==> src/hdl/salsa20_8_core_macros.svh <==
// Assertion macros shared by the Salsa20/8 core files.
`ifndef SALSA20_8_CORE_MACROS_SVH
`define SALSA20_8_CORE_MACROS_SVH

// Property checked on every rising edge while reset is released.
`define SAL_ASSERT(lbl, clk, rst_n, prop) \
  lbl: assert property (@(posedge clk) disable iff (!rst_n) prop) \
    else $error("sal assertion failed");

// Property checked on every rising edge, reset included.
`define SAL_ASSERT_ALWAYS(lbl, clk, prop) \
  lbl: assert property (@(posedge clk) prop) \
    else $error("sal assertion failed");

`endif

==> src/hdl/sal_pkg.sv <==
package sal_pkg;

  // Single rounds; an odd count rounds up to a whole double round.
  localparam int ROUNDS      = 8;
  localparam int NUM_DROUNDS = (ROUNDS + 1) / 2;
  // Each double round is a column and a row round of four dependent steps each.
  localparam int NUM_CELLS   = NUM_DROUNDS * 8;
  // Chain of cells plus the feed-forward register.
  localparam int LATENCY     = NUM_CELLS + 1;

  typedef logic [31:0] word_t;
  typedef word_t [15:0] state_t;

  typedef struct packed {
    state_t work;
    state_t orig;
  } pipe_t;

  typedef struct packed {
    logic       half;  // 0: column round, 1: row round
    logic [1:0] step;  // position within the quarter round
  } cell_sel_t;

  // Word indexes (a, b, c, d) of the four quarter rounds of each half.
  localparam logic [3:0] QR_IDX [2][4][4] = '{
    '{ '{4'd0,  4'd4,  4'd8,  4'd12},
       '{4'd5,  4'd9,  4'd13, 4'd1 },
       '{4'd10, 4'd14, 4'd2,  4'd6 },
       '{4'd15, 4'd3,  4'd7,  4'd11} },
    '{ '{4'd0,  4'd1,  4'd2,  4'd3 },
       '{4'd5,  4'd6,  4'd7,  4'd4 },
       '{4'd10, 4'd11, 4'd8,  4'd9 },
       '{4'd15, 4'd12, 4'd13, 4'd14} }
  };

  localparam logic [4:0] ROT [4] = '{5'd7, 5'd9, 5'd13, 5'd18};

  function automatic word_t rotl(input word_t v, input logic [4:0] n);
    logic [63:0] dbl;
    dbl = {v, v} << n;
    return dbl[63:32];
  endfunction

endpackage

==> src/hdl/sal_feedfwd.sv <==
module sal_feedfwd
  import sal_pkg::*;
(
  input  logic   clk,
  input  logic   rst_n,
  input  logic   vld_i,
  input  pipe_t  pipe_i,
  output logic   vld_o,
  output state_t sum_o
);

  logic   vld_r;
  state_t sum_r;
  state_t sum_nxt;

  always_comb begin
    for (int w = 0; w < 16; w++) begin
      sum_nxt[w] = pipe_i.work[w] + pipe_i.orig[w];
    end
  end

  always_ff @(posedge clk) begin
    if (!rst_n) begin
      vld_r <= 1'b0;
    end else begin
      vld_r <= vld_i;
    end
  end

  always_ff @(posedge clk) begin
    sum_r <= sum_nxt;
  end

  assign vld_o = vld_r;
  assign sum_o = sum_r;

endmodule

==> config.mk <==
export PLATFORM = sky130hd
export DESIGN_NAME = sal_feedfwd
export DESIGN_NICKNAME = d
export VERILOG_FILES = /design/src/hdl/salsa20_8_core_macros.svh /design/src/hdl/sal_pkg.sv /design/src/hdl/sal_feedfwd.sv
export SDC_FILE = /design/constraint.sdc
export NUM_CORES = 1
export LEC_CHECK = 0
export ABC_CLOCK_PERIOD_IN_PS = 3900
export BUFFER_PORTS_ARGS = -buffer_cell sky130_fd_sc_hd__buf_2
export CORE_AREA = 2 2 598 600
export CTS_BUF_LIST = sky130_fd_sc_hd__clkbuf_16
export CTS_CLUSTER_DIAMETER = 120
export CTS_CLUSTER_SIZE = 25
export DETAILED_ROUTE_END_ITERATION = 7
export DIE_AREA = 0 0 600 602
export GPL_TIMING_DRIVEN = 0
export PLACE_DENSITY_LB_ADDON = 0.05
export SYNTH_ARGS = -nofsm -noshare
export SYNTH_HDL_FRONTEND = slang
export SYNTH_SLANG_ARGS = --single-unit
==> constraint.sdc <==
create_clock -name clk -period 3.9 [get_ports clk]
set_input_delay 0.78 -clock clk [delete_from_list [all_inputs] [get_ports clk]]
set_output_delay 0.78 -clock clk [all_outputs]
set_load 0.005 [all_outputs]
==> results.md <==
* Status: complete, no violations
* Drt first pass iters at 7
* Core area at 355000 µm²
* Number of remaining DRC errors at 0
* Synth Area in XOR/XNOR at 11.3%
* Multiplexer share of the synthesized area at 0.0285%
* Multi-input logic area at 24200 µm²
* Most frequent cells after synthesis: 513 x dfxtp_1, 496 x ha_1, 440 x a21oi_1
* Critical Path RT at 4.62 ns
* CP bufs+invs at 1
* P&R area growth vs syn at 46.2%
* Tcrit/Tclk final at 96.2%
* Register area share after synthesis at 29.3%
* Most frequent cell after synthesis: dfxtp_1
* Die height at 602 µm
* Number of enable flip-flop cells after synthesis at 0
* Yosys warns at 0
* Max Cap Viol at 0
* Peak VDD IR at 0.243 mV
* Post-DRT Antenna Nets at 0
* FF/Latch Area at 10300 µm²
* Largest area contributor in the netlist: dfxtp_1
* Syn_nets at 5523
* Gate power share at 35.5%
* Flop and latch count out of synthesis at 513
* Adder-Cell Fraction of Synth Area at 18.6%
* HPWL Detailed at 214000 µm
* CTS tree: yes
* Post-synth design cell area at 35100 µm²
* # IOs at 1540
* CP Capture Type: flop
* Final setup violation count at 0
* Average wire per standard cell at 23.1 µm
* DR iter-0 viols at 1589
* Area share of the largest cell type after synthesis at 29.3%
* CP Max Fanout at 4
* Largest net degree at the start of global routing at 20
* Clock Sink Count at 513
* Hold slack at 0.178 ns
* Clock buffer depth at 4
* Largest family of logic cells by synthesized area: compound AO/OA/AOI/OAI gates
* CP top delay family: compound AO/OA/AOI/OAI gates
* Rows at 219
* Slew @ Worst Pin at 0.960 ns
* Hold Path Class: in -> reg
* Worst-path clk slew at 0.09 ns
* P per Cell Area at 428 nW/µm²
* Cts bufs inserted at 70
* Pleak at 23.8 nW
* Antenna violations before repair at 282
* Die area at 361000 µm²
* # nets final at 7134
* Distinct cell type count after synthesis at 86
* Crit Path Class: in -> reg
* Slowest cell on the critical path: a2111oi_4
* Simple-Gate Fraction of Synth Area at 12.6%
* Number of global-route vias before repair at 38300
* Crit path DAT at 4.48 ns
* Sw Ratio at 39.3%
* Initial core utilization at 9.89%
* First-pass GRT wire length at 322000 µm
* TNS Setup at 0 ns
* Total grt overflow at 0
* Via Count at 37400
* IO buf count at 1539
* F_max at 266 MHz
* Mapped Avg Cell Area at 8.81 µm²
* Total GRT Usage at 12.8%
* Clock power share at 33.7%
* Synth Area in Compound Gates at 26.3%
* Post-DR vias/cell at 3.57
* Hold Vio Cnt, Final at 0
* Startpoint types: primary input
* RSZ-0062 raised after global routing: no
* Mapped Cells at 3984
* CTS H-Tree Depth at 3
* Prevailing post-synth register cell: dfxtp_1
* Synth area leaders: dfxtp_1 29%, ha_1 18%, xnor2_1 7.5%
* Synth async-reset ratio at 0%
* Clock Tree Root: clkbuf_16
* Final wirelength at 242000 µm
* Min Tclk post-route at 3.75 ns
* Relative contribution of sequential cells to total power at 30.8%
* P_sw at 8.62 mW
* Max Slew Vio Count at 0
* CP Cell Sequence: buf_2 > ha_1 > fa_1 > a21o_1 > a21oi_2 > o211ai_1 > a2111oi_4 > nor3_1 > o21ai_1 > o22ai_1 > or4b_1 > nand3_1
* Placed Area at 48700 µm²
* Width of the chip at 600 µm
* Layout cell share with drive strength beyond 1 at 30.3%
* Post-route cell area at 51300 µm²
* Routability cong. at 0.787
* Number of fill cells at 40900
* Int Pwr at 13.3 mW
* Worst path max stage delay at 0.60 ns
* Slew headroom at 34.3%
-- layout make-up --
class / count / area share [%]
Buffer: 77 / 0.566
Tap cell: 4751 / 11.6
Clock inverter: 52 / 1.14
Sequential cell: 513 / 20.0
Inverter: 106 / 0.776
Clock buffer: 71 / 3.46
Antenna cell: 60 / 0.293
Timing Repair Buffer: 1539 / 15.0
Multi-Input combinational cell: 3288 / 47.1
-- power by group through the flow --
stage,registers (mW),logic [mW],clock network [mW]
detailed placement,6.90,8.11,0
global route,6.89,8.62,8.08
CTS,6.81,8.16,8.02
finish,6.76,7.80,7.38
floorplan,6.99,3.55,0
global placement,6.92,8.22,0
-- cell usage in the layout, fill, tap and decap left out, types with 23 or more instances in the layout --
| cell type | count |
|---|---|
| buf_2 | 1540 |
| dfxtp_1 | 513 |
| ha_1 | 496 |
| a21oi_1 | 439 |
| a21o_1 | 315 |
| xnor2_1 | 297 |
| nor2_1 | 245 |
| nand2_1 | 228 |
| o21ai_0 | 208 |
| xor2_1 | 153 |
| inv_1 | 110 |
| nand3_1 | 99 |
| clkbuf_1 | 74 |
| o21bai_1 | 71 |
| clkbuf_16 | 71 |
| diode_2 | 60 |
| a31oi_1 | 57 |
| o21a_1 | 55 |
| nor3_1 | 55 |
| nor2b_1 | 50 |
| and3_1 | 49 |
| nand4_1 | 49 |
| nand2b_1 | 47 |
| a211oi_1 | 37 |
| o211ai_1 | 23 |
| o31ai_1 | 23 |
-- logic make-up after synthesis --
| family | after synthesis |
|---|---|
| AOI/OAI and AO/OA | 1413 |
| and+or+nand+nor | 910 |
| DFF | 513 |
| adders and majority gates | 512 |
| xor gates and xnor gates | 452 |
| buffers and inverters | 183 |
| muxes | 1 |
-- stage by stage --
| step | total power, mW | worst slack (ns) | utilization [%] | cells |
|---|---|---|---|---|
| after floorplan | 10.5 | 0.423 | - | 3984 |
| after global placement | 15.1 | -1.45 | 13.7 | 10300 |
| after detailed placement | 15.0 | -1.43 | 13.7 | 10300 |
| after CTS | 23.0 | 0.00576 | 14.4 | 10400 |
| after global routing | 23.6 | 0.0361 | 14.4 | 10400 |
| final | 21.9 | 0.147 | 14.5 | 10500 |
-- routing by layer --
layer | routed length (µm) | part of all wire [%] | global-route usage [%]
met1 | 84200 | 35 | 12.6
met2 | 130000 | 54 | 25.1
met4 | 6430 | 2.7 | 2.66
met5 | 879 | 0.36 | 0
met3 | 20500 | 8.5 | 4.77
-- what timing repair did --
item	in CTS	in global routing
setup endpoints to repair	11	5
hold buffers	0	0
resized for setup	8	3
setup buffers	0	0
pin swaps	0	0
-- final timing paths --
kind                        start    endpoint  slack, ns  depth (start not counted)
worst max-delay path   pipe_i[64]   sum_o[94]       0.15                         12
worst min-delay path  pipe_i[800]  sum_o[288]       0.18                          2
-- flip-flops by register name, summed over array words and instances (netlist names) --
name / flops
vld_o: 1
sum_o: 512
No activity file was read; power rests on OpenSTA's default activity.
